===== src/sv/ccbe_pkg.sv =====
// Shared types, constants and fold functions for the byte-serial CRC engine.
package ccbe_pkg;

    localparam int unsigned CMD_QUEUE_DEPTH = 2;

    localparam logic [31:0] POLY32 = 32'hEDB8_8320;
    localparam logic [63:0] POLY64 = 64'hC96C_5795_D787_0F42;
    localparam logic [31:0] ONES32 = 32'hFFFF_FFFF;
    localparam logic [63:0] ONES64 = 64'hFFFF_FFFF_FFFF_FFFF;

    typedef enum logic {
        MODE_CRC32 = 1'b0,
        MODE_CRC64 = 1'b1
    } ccbe_mode_t;

    // One classified item as handed from the front to the back.
    typedef struct packed {
        ccbe_mode_t  mode;
        logic        reload;
        logic        fold;
        logic        emit;
        logic [7:0]  data;
    } ccbe_cmd_t;

    function automatic logic [31:0] fold32(input logic [31:0] crc_in, input logic [7:0] byte_in);
        logic [31:0] c;
        c = crc_in ^ {24'd0, byte_in};
        for (int k = 0; k < 8; k++)
        begin
            c = c[0] ? (POLY32 ^ (c >> 1)) : (c >> 1);
        end
        return c;
    endfunction

    function automatic logic [63:0] fold64(input logic [63:0] crc_in, input logic [7:0] byte_in);
        logic [63:0] c;
        c = crc_in ^ {56'd0, byte_in};
        for (int k = 0; k < 8; k++)
        begin
            c = c[0] ? (POLY64 ^ (c >> 1)) : (c >> 1);
        end
        return c;
    endfunction

endpackage


===== src/sv/ccbe_front.sv =====
// Front end: holds the mode register, accepts input beats and classifies them.
module ccbe_front (
    input  logic                   clk,
    input  logic                   rst_n,
    input  logic                   cfg_we,
    input  logic                   cfg_wdata,
    input  logic                   push,
    output logic                   full,
    input  logic [7:0]             data_byte,
    input  logic                   has_byte,
    input  logic                   first_item,
    input  logic                   last_item,
    output logic                   cmd_valid,
    output ccbe_pkg::ccbe_cmd_t    cmd,
    input  logic                   cmd_ready,
    output ccbe_pkg::ccbe_mode_t   mode
);
    import ccbe_pkg::*;

    ccbe_mode_t mode_reg;
    logic       hold_valid_reg;
    logic       hold_valid_next;
    ccbe_cmd_t  cmd_reg;
    logic       accept;
    logic       front_ready;

    assign front_ready = !hold_valid_reg || cmd_ready;
    assign full        = !front_ready;
    assign accept      = push && front_ready;
    assign cmd_valid   = hold_valid_reg;
    assign cmd         = cmd_reg;
    assign mode        = mode_reg;

    always_comb
    begin
        hold_valid_next = hold_valid_reg;
        if (accept)
        begin
            hold_valid_next = 1'b1;
        end
        else if (cmd_ready)
        begin
            hold_valid_next = 1'b0;
        end
    end

    always_ff @(posedge clk or negedge rst_n)
    begin
        if (!rst_n)
        begin
            mode_reg       <= MODE_CRC32;
            hold_valid_reg <= 1'b0;
        end
        else
        begin
            if (cfg_we)
            begin
                mode_reg <= ccbe_mode_t'(cfg_wdata);
            end
            hold_valid_reg <= hold_valid_next;
        end
    end

    // Tag each beat with the mode in force when it arrives.
    always_ff @(posedge clk)
    begin
        if (accept)
        begin
            cmd_reg.mode   <= mode_reg;
            cmd_reg.reload <= first_item;
            cmd_reg.fold   <= has_byte;
            cmd_reg.emit   <= last_item;
            cmd_reg.data   <= data_byte;
        end
    end

endmodule


===== src/sv/ccbe_cmd_fifo.sv =====
// Short command queue between the front end and the CRC back end.
module ccbe_cmd_fifo #(
    parameter int unsigned DEPTH = ccbe_pkg::CMD_QUEUE_DEPTH
) (
    input  logic                   clk,
    input  logic                   rst_n,
    input  logic                   wr_valid,
    output logic                   wr_ready,
    input  ccbe_pkg::ccbe_cmd_t    wr_cmd,
    output logic                   rd_valid,
    input  logic                   rd_take,
    output ccbe_pkg::ccbe_cmd_t    rd_cmd
);
    import ccbe_pkg::*;

    localparam int unsigned AW = (DEPTH > 1) ? $clog2(DEPTH) : 1;
    localparam int unsigned CW = $clog2(DEPTH + 1);

    ccbe_cmd_t         mem [DEPTH];
    logic [AW-1:0]     wr_ptr_reg;
    logic [AW-1:0]     wr_ptr_next;
    logic [AW-1:0]     rd_ptr_reg;
    logic [AW-1:0]     rd_ptr_next;
    logic [CW-1:0]     count_reg;
    logic [CW-1:0]     count_next;
    logic              do_wr;
    logic              do_rd;

    assign wr_ready = (count_reg != CW'(DEPTH));
    assign rd_valid = (count_reg != '0);
    assign do_wr    = wr_valid && wr_ready;
    assign do_rd    = rd_take && rd_valid;
    assign rd_cmd   = mem[rd_ptr_reg];

    always_comb
    begin
        wr_ptr_next = wr_ptr_reg;
        rd_ptr_next = rd_ptr_reg;
        count_next  = count_reg;
        if (do_wr)
        begin
            wr_ptr_next = (wr_ptr_reg == AW'(DEPTH - 1)) ? '0 : wr_ptr_reg + 1'b1;
        end
        if (do_rd)
        begin
            rd_ptr_next = (rd_ptr_reg == AW'(DEPTH - 1)) ? '0 : rd_ptr_reg + 1'b1;
        end
        if (do_wr && !do_rd)
        begin
            count_next = count_reg + 1'b1;
        end
        else if (do_rd && !do_wr)
        begin
            count_next = count_reg - 1'b1;
        end
    end

    always_ff @(posedge clk or negedge rst_n)
    begin
        if (!rst_n)
        begin
            wr_ptr_reg <= '0;
            rd_ptr_reg <= '0;
            count_reg  <= '0;
        end
        else
        begin
            wr_ptr_reg <= wr_ptr_next;
            rd_ptr_reg <= rd_ptr_next;
            count_reg  <= count_next;
        end
    end

    always_ff @(posedge clk)
    begin
        if (do_wr)
        begin
            mem[wr_ptr_reg] <= wr_cmd;
        end
    end

endmodule


===== src/sv/ccbe_back.sv =====
// Back end: running CRC register, byte fold network and result register.
module ccbe_back (
    input  logic                   clk,
    input  logic                   rst_n,
    input  logic                   cmd_valid,
    input  ccbe_pkg::ccbe_cmd_t    cmd,
    output logic                   cmd_take,
    output logic                   empty,
    input  logic                   pop,
    output logic [63:0]            crc_value
);
    import ccbe_pkg::*;

    logic [63:0] running_crc_reg;
    logic [63:0] running_crc_next;
    logic        out_valid_reg;
    logic        out_valid_next;
    logic [63:0] crc_value_reg;
    logic [63:0] base_crc;
    logic [63:0] folded_crc;
    logic [63:0] final_crc;
    logic        slot_free;

    // Output slot frees up in the same cycle its beat is popped.
    assign slot_free = !out_valid_reg || pop;
    assign cmd_take  = cmd_valid && slot_free;
    assign empty     = !out_valid_reg;
    assign crc_value = crc_value_reg;

    always_comb
    begin
        base_crc = cmd.reload ? ONES64 : running_crc_reg;
        if (!cmd.fold)
        begin
            folded_crc = base_crc;
        end
        else if (cmd.mode == MODE_CRC64)
        begin
            folded_crc = fold64(base_crc, cmd.data);
        end
        else
        begin
            // CRC-32 folds the low word only and leaves the high word alone.
            folded_crc = {base_crc[63:32], fold32(base_crc[31:0], cmd.data)};
        end

        if (cmd.mode == MODE_CRC64)
        begin
            final_crc = ~folded_crc;
        end
        else
        begin
            final_crc = {32'd0, ~folded_crc[31:0]};
        end

        running_crc_next = running_crc_reg;
        out_valid_next   = out_valid_reg;
        if (cmd_take)
        begin
            running_crc_next = cmd.emit ? ONES64 : folded_crc;
        end
        if (cmd_take && cmd.emit)
        begin
            out_valid_next = 1'b1;
        end
        else if (pop)
        begin
            out_valid_next = 1'b0;
        end
    end

    always_ff @(posedge clk or negedge rst_n)
    begin
        if (!rst_n)
        begin
            running_crc_reg <= ONES64;
            out_valid_reg   <= 1'b0;
        end
        else
        begin
            running_crc_reg <= running_crc_next;
            out_valid_reg   <= out_valid_next;
        end
    end

    always_ff @(posedge clk)
    begin
        if (cmd_take && cmd.emit)
        begin
            crc_value_reg <= final_crc;
        end
    end

endmodule


===== src/sv/crc32_crc64_byte_engine_unit.sv =====
// Top level of the byte-serial CRC-32 / CRC-64/XZ engine.
// A result passes the front register, command queue and result register in turn.
// Throughput: one beat per cycle unless full; the 8-bit fold is combinational.
// The command queue absorbs short output stalls; full rises once queue and front fill.
// Reset: asynchronous, active low; mode returns to CRC-32, running CRC to all ones,
// and all queues empty.
module crc32_crc64_byte_engine_unit #(
    parameter int unsigned CMD_DEPTH = ccbe_pkg::CMD_QUEUE_DEPTH
) (
    input  logic        clk,
    input  logic        rst_n,
    input  logic        cfg_we,
    input  logic        cfg_wdata,
    input  logic        push,
    output logic        full,
    input  logic [7:0]  data_byte,
    input  logic        has_byte,
    input  logic        first_item,
    input  logic        last_item,
    output logic        empty,
    input  logic        pop,
    output logic [63:0] crc_value
);
    import ccbe_pkg::*;

    logic       front_valid;
    ccbe_cmd_t  front_cmd;
    logic       queue_ready;
    logic       queue_valid;
    ccbe_cmd_t  queue_cmd;
    logic       back_take;
    ccbe_mode_t cur_mode;

    ccbe_front u_front (
        .clk        (clk),
        .rst_n      (rst_n),
        .cfg_we     (cfg_we),
        .cfg_wdata  (cfg_wdata),
        .push       (push),
        .full       (full),
        .data_byte  (data_byte),
        .has_byte   (has_byte),
        .first_item (first_item),
        .last_item  (last_item),
        .cmd_valid  (front_valid),
        .cmd        (front_cmd),
        .cmd_ready  (queue_ready),
        .mode       (cur_mode)
    );

    ccbe_cmd_fifo #(
        .DEPTH (CMD_DEPTH)
    ) u_cmd_fifo (
        .clk      (clk),
        .rst_n    (rst_n),
        .wr_valid (front_valid),
        .wr_ready (queue_ready),
        .wr_cmd   (front_cmd),
        .rd_valid (queue_valid),
        .rd_take  (back_take),
        .rd_cmd   (queue_cmd)
    );

    ccbe_back u_back (
        .clk       (clk),
        .rst_n     (rst_n),
        .cmd_valid (queue_valid),
        .cmd       (queue_cmd),
        .cmd_take  (back_take),
        .empty     (empty),
        .pop       (pop),
        .crc_value (crc_value)
    );

    // Back end never overwrites a result that has not been popped.
    a_no_result_overrun: assert property (@(posedge clk) disable iff (!rst_n)
        (back_take && queue_cmd.emit) |-> (empty || pop))
        else $error("result overwritten before pop");

    // Back end only takes commands that are present.
    a_take_needs_cmd: assert property (@(posedge clk) disable iff (!rst_n)
        back_take |-> queue_valid)
        else $error("command taken from empty queue");

    // CRC-32 results carry a zero upper word.
    a_crc32_upper_zero: assert property (@(posedge clk) disable iff (!rst_n)
        (!empty && cur_mode == MODE_CRC32) |-> (crc_value[63:32] == 32'd0))
        else $error("CRC-32 result with nonzero upper word");

    // Full only while the front holds a beat that the queue cannot take.
    a_full_cause: assert property (@(posedge clk) disable iff (!rst_n)
        full |-> (front_valid && !queue_ready))
        else $error("full raised without a blocked front beat");

endmodule


===== config.mk =====
export PLATFORM = sky130hd
export DESIGN_NAME = crc32_crc64_byte_engine_unit
export DESIGN_NICKNAME = d
export VERILOG_FILES = /design/src/sv/ccbe_pkg.sv /design/src/sv/ccbe_front.sv /design/src/sv/ccbe_cmd_fifo.sv /design/src/sv/ccbe_back.sv /design/src/sv/crc32_crc64_byte_engine_unit.sv
export SDC_FILE = /design/constraint.sdc
export NUM_CORES = 1
export LEC_CHECK = 0
export BUFFER_PORTS_ARGS = -buffer_cell sky130_fd_sc_hd__buf_2
export CAP_MARGIN = 10
export CORE_ASPECT_RATIO = 2
export CORE_UTILIZATION = 30
export CTS_BUF_LIST = sky130_fd_sc_hd__clkbuf_16
export CTS_CLUSTER_SIZE = 40
export DETAILED_ROUTE_END_ITERATION = 16
export GPL_TIMING_DRIVEN = 1
export PLACE_DENSITY = 0.49
export SLEW_MARGIN = 20
export SYNTH_ARGS = -nofsm -noshare
export SYNTH_HDL_FRONTEND = slang
export SYNTH_SLANG_ARGS = --single-unit

===== constraint.sdc =====
create_clock -name clk -period 6.4 [get_ports clk]
set_clock_uncertainty 0.2 [all_clocks]
set_input_delay 0.64 -clock clk [delete_from_list [all_inputs] [get_ports clk]]
set_output_delay 0.64 -clock clk [all_outputs]
set_load 0.02 [all_outputs]

==> flow_summary.toml, run 1 <==
[die]
die_w_microns = 127.7
die_y_microns = 253.4
die_area_sq_mm = 0.03236
floorplan.initialDensity_pct = 30.62
core.rowCount = 91
pin_count = 83
core_sq_mm = 0.03097

[clock_tree]
clk_pin_slew_worst_paths_ps = 70
cts.sinks = 171
cts_setup_buffers = 0
holdBufCountCts = 0
insertion_delay_ps = 460
clk_path_buf_depth = 2
cts_tree = "built"
cts_max_level = 4
root_buffer = "clkbuf_16"
cts_buffers = 17
cts_resized = 0

[run]
maxCapViolCount = 0

[drt]
wirelength_mm = 28.72
drc = 0
first_pass_iters = 5
viasPerCell = 5.051
wl_per_cell_microns = 21.79
ant_nets = 0
vias = 6657
dr.first_iter.drc_count = 379

[sta]
timing.slew.headroom_pct = 25.49
setup_viol = 0
tightest_slew_ps = 1118
fmax_ghz = 0.2253
slew_violations = 0
fin_crit_ps = 4438
rsz0062_at_grt = "no"
finalSetupTns_ps = 0
holdWs_ps = 123.6
min_period_over_period_pct = 69.34
hold_violations = 0

[layout]
final_util_pct = 35.01
mostFrequentLayoutCell = "nor2_1"
drive_above_1_share_pct = 25.56
multi_input_area_sq_mm = 0.004347
nets = 905
layout.area.seq_sq_mm = 0.004860
fillCellCount = 3156
insertedDiodeCount = 0
areaGrowthSynthToFinish_pct = 14.34
final_cell_mix = "nor2_1 (137), edfxtp_1 (100), buf_2 (81)"

[synthesis]
ys_types = 60
synth_top_family_by_area = "XOR/XNOR gates"
synthCells = 828
muxShareOfSynthArea_pct = 2.837
yosysWarningCount = 0
synth_compound_gate_area_share_pct = 14.29
syn-cell-area_sq_mm = 0.009482
netlist.area_leader.share_pct = 31.67
synth_edf_count = 100
synthAdderAreaFrac_pct = 0.1320
synthTopCellsByArea = "edfxtp_1 (32%), dfstp_2 (18%), xnor2_1 (7.1%), nor2_1 (5.5%), xor2_1 (4.1%)"
synth_xor_area_share_pct = 18.16
ys_async_sr_fraction_pct = 41.52
yosys.area.top_type = "edfxtp_1"
ys_ff_latch = 171
yosysSeqAreaShare_pct = 51.25
syn_nets = 846
synth-simple-area-share_pct = 9.923
synth.avg_cell_area_sq_um = 11.45
ys.flop_type = "edfxtp_1"

[grt]
grt_pass1_wl_mm = 43.75
antenna_found_initial = 0
grt_pass1_vias = 6974
grt_max_degree = 66
overflow = 0
grtUsageTotal_pct = 18.85

[setup_path]
end_kind = "flip-flop"
crit_fanout = 28
cp.arrival_ps = 4420
worst_setup_path_start_kind = "flip-flop"
cp.required_ps = 6380
path_class = "reg -> reg"

[placed_design]
dp_hpwl_mm = 20.53
portBuffers = 82
gp_congestion = 0.8812

[worst_hold_path]
min_path_type = "in -> async"

[run_status]
status = "complete, no violations"
==> layout make-up <==
class                   instances  area share [%]
clock inverters                14          0.9117
flip-flops and latches        171           44.82
repair buffers                100           5.055
well taps                     418           4.824
clock buffers                  18           4.155
inverters                       4          0.1385
multi-input cells             593           40.09
==> cells in the mapped netlist (all sizes together), types with 13 or more instances <==
library cell and count:
o22a 27, o22ai 20, a21oi 56, clkbuf 33
nand2 29, edfxtp 100, dfstp 64, o32a 16
xnor2 82, or3 16, nor2 140, mux2i 13
buf 27, xnor3 13, xor2 53, nor3 22
o21ai 23
==> cells by family after synthesis <==
family          after synthesis
buf+inv                      64
xor+xnor                    151
fa+ha+maj                     1
compound gates              193
flops                       171
simple gates                223
mux                          25
==> path summary, 6_finish.rpt <==
path | cells after the start | start | endpoint | slack [ps]
max in group asynchronous | 2 | rst_n | u_cmd_fifo.wr_ptr_reg$_DFFE_PN0P_ | 5030
hold / removal | 1 | rst_n | u_back.running_crc_reg[30]$_DFFE_PN1P_ | 120
hold reg to reg | 0 | u_front.cmd[3]$_DFFE_PP_ | u_cmd_fifo.mem[1][3]$_DFFE_PP_ | 240
min in group clk | 1 | last_item | u_front.cmd[8]$_DFFE_PP_ | 160
setup / recovery | 7 | u_cmd_fifo.rd_ptr_reg$_DFFE_PN0P_ | u_back.crc_value[19]$_DFFE_PP_ | 1960
setup reg to reg | 7 | u_cmd_fifo.rd_ptr_reg$_DFFE_PN0P_ | u_back.crc_value[19]$_DFFE_PP_ | 1960
==> worst max-delay path, cell delays in order (launching register included) <==
cell	delay, ps
dfrtp_1	990
mux2_2	410
a22o_1	560
xnor2_2	690
xor3_2	620
xnor2_1	150
a22oi_1	330
o21ai_0	180
==> per-layer routing <==
metal,wire length [microns],global-route usage [%],up-vias
met5,0,0,-
met4,1938,14.15,0
met3,946,2.895,72
met2,15730,34.38,196
met1,10100,19.09,3288
li1,-,-,3101
==> per-stage QoR <==
stage | setup WS [ps] | instance area [sq um] | std cells
floorplan | 1841 | 9482 | 828
global placement | 1958 | 10290 | 1286
detailed placement | 1947 | 10290 | 1286
CTS | 1933 | 10840 | 1318
global route | 1770 | 10840 | 1318
finish | 1962 | 10840 | 1318
Power of run 1 is not shown: default switching activity piles up to over one toggle a cycle in this logic, so the estimate is an artifact.
==> inputs of run 2 (changes only) <==
ABC_AREA = 1   (was unset)
PLACE_DENSITY = 0.5   (was 0.49)
clock period = 3.8 ns   (was 6.4 ns; I/O delays follow)
==> flow_summary.toml, run 2 <==
[drt]
first_pass_iters = 5
wirelength_mm = 34.54
ant_nets = 0
drc = 0
dr.first_iter.drc_count = 471
viasPerCell = 4.763
vias = 8479
wl_per_cell_microns = 19.40

[sta]
hold_violations = 0
fin_crit_ps = 3533
slew_violations = 0
fmax_ghz = 0.2830
rsz0062_at_grt = "no"
tightest_slew_ps = 1069
finalSetupTns_ps = 0
fin_ws_ps = 266.9
setup_viol = 0
min_period_over_period_pct = 92.98
timing.slew.headroom_pct = 28.46

[setup_path]
cp.arrival_ps = 3520
cp.required_ps = 3780
end_kind = "flip-flop"
crit_fanout = 12
worst_setup_path_start_kind = "flip-flop"
path_class = "reg -> reg"

[grt]
grt_pass1_wl_mm = 51.99
antenna_found_initial = 0
overflow = 0
grtUsageTotal_pct = 19.96
grt_pass1_vias = 8712
grt_max_degree = 61

[clock_tree]
cts_setup_buffers = 0
root_buffer = "clkbuf_16"
cts.sinks = 171
cts_max_level = 4
clk_path_buf_depth = 2
clk_pin_slew_worst_paths_ps = 70
cts_tree = "built"
cts_buffers = 17
insertion_delay_ps = 450

[placed_design]
portBuffers = 82
gp_congestion = 0.9162
post-place-cells = 1733
pre_cts_slack_ps = 265.3
dp_hpwl_mm = 25.82

[layout]
areaGrowthSynthToFinish_pct = 16.09
mostFrequentLayoutCell = "nand2_1"
final_cells = 1780
drive_above_1_share_pct = 26.44
insertedDiodeCount = 0
final_cell_mix = "nand2_1 (291), nor2_1 (133), edfxtp_1 (100)"
nets = 1340
final_util_pct = 35.40

[synthesis]
syn-cell-area_sq_mm = 0.01066
yosysSeqAreaShare_pct = 45.59
yosys.area.top_type = "edfxtp_1"
synth.most_common_cell = "nand2_1"
synth_edf_count = 100
ys_ff_latch = 171
yosysWarningCount = 0
ys_async_sr_fraction_pct = 41.52
synth_top_cells_by_count = "nand2_1 (291), nor2_1 (136), edfxtp_1 (100)"
synthTopCellsByArea = "edfxtp_1 (28%), dfstp_2 (16%), nand2_1 (10%), xor2_1 (6.9%), nor2_1 (4.8%)"
synth.avg_cell_area_sq_um = 8.687
syn_nets = 1245
ys_types = 46
ys.flop_type = "edfxtp_1"
synthCells = 1227
netlist.area_leader.share_pct = 28.17

[die]
die_y_microns = 268.6
core_sq_mm = 0.03495
floorplan.initialDensity_pct = 30.49
die_area_sq_mm = 0.03633
core.rowCount = 97
pin_count = 83
die_w_microns = 135.3

[run]
maxCapViolCount = 0

[run_status]
status = "complete, no violations"

[worst_hold_path]
min_path_type = "reg -> reg"
==> run 2: final cells by class <==
| class | instances | area (sq um) |
|---|---|---|
| clock inverters | 15 | 157.7 |
| repair buffers | 130 | 858.3 |
| clock buffers | 17 | 425.4 |
| multi-input cells | 905 | 5152 |
| well taps | 445 | 556.8 |
| flip-flops and latches | 171 | 4860 |
| fillers | 3683 | 22580 |
| inverters | 97 | 364.1 |
==> run 2: worst max-delay path, stage by stage (launching register included) <==
cell and delay (ps):
dfrtp_1 510, inv_2 250, nand2_1 100, nand2_2 260, buf_4 220, nand3_2 80
nand2_4 200, nand2_4 90, nand2_4 140, nand2_2 80, nand3_1 90, nand2_2 220
nand2_1 160, nand2_2 120, nand2_1 80, nand3_1 120, nand3_1 240, nand2_1 110
==> run 2: layer usage <==
metal  wire [microns]  share of wire (%)  global-route usage (%)  up-vias
met1            11840                 34                   18.86     4019
met2            19040                 55                   37.89      222
li1                 -                  -                       -     4133
met5                0                  0                       0        -
met3             1156                3.3                   3.046      105
met4             2506                7.3                   15.12        0
==> run 2: cell families after synthesis <==
kind of cell             Yosys count  synth area share, %
AND/OR/NAND/NOR                  587                26.09
AO/OA/AOI/OAI                    188                9.403
adder cells (fa/ha/maj)            1               0.1174
buffers and inverters            151                6.398
multiplexers                       2               0.1996
flip-flops                       171                45.59
XOR/XNOR                         127                12.20
==> run 2: final timing paths <==
| kind | start | endpoint | slack, ps | cells after the start |
|---|---|---|---|---|
| min reg2reg | u_front.cmd[10]$_DFFE_PP_ | u_cmd_fifo.mem[0][10]$_DFFE_PP_ | 240 | 0 |
| min | u_front.cmd[10]$_DFFE_PP_ | u_cmd_fifo.mem[0][10]$_DFFE_PP_ | 240 | 0 |
| max in group asynchronous | rst_n | u_back.running_crc_reg[3]$_DFFE_PN1P_ | 2690 | 2 |
| max | u_cmd_fifo.rd_ptr_reg$_DFFE_PN0P_ | u_back.crc_value[30]$_DFFE_PP_ | 270 | 17 |
| max reg2reg | u_cmd_fifo.rd_ptr_reg$_DFFE_PN0P_ | u_back.crc_value[30]$_DFFE_PP_ | 270 | 17 |
| min in group asynchronous | rst_n | u_back.running_crc_reg[16]$_DFFE_PN1P_ | 340 | 1 |
==> run 2: per-stage QoR <==
stage,hold slack [ps],area (sq um)
floorplan,-115.6,10660
CTS,242.4,12370
global placement,223.9,11640
global route,249.8,12370
detailed placement,229.6,11640
finish,243.6,12370
==> run 2: timing repair <==
| item | in CTS | in global routing |
|---|---|---|
| resized for setup | 0 | 0 |
| hold buffers | 15 | 0 |
| hold endpoints to repair | 14 | 0 |
Power of run 2 is left out for the same reason.
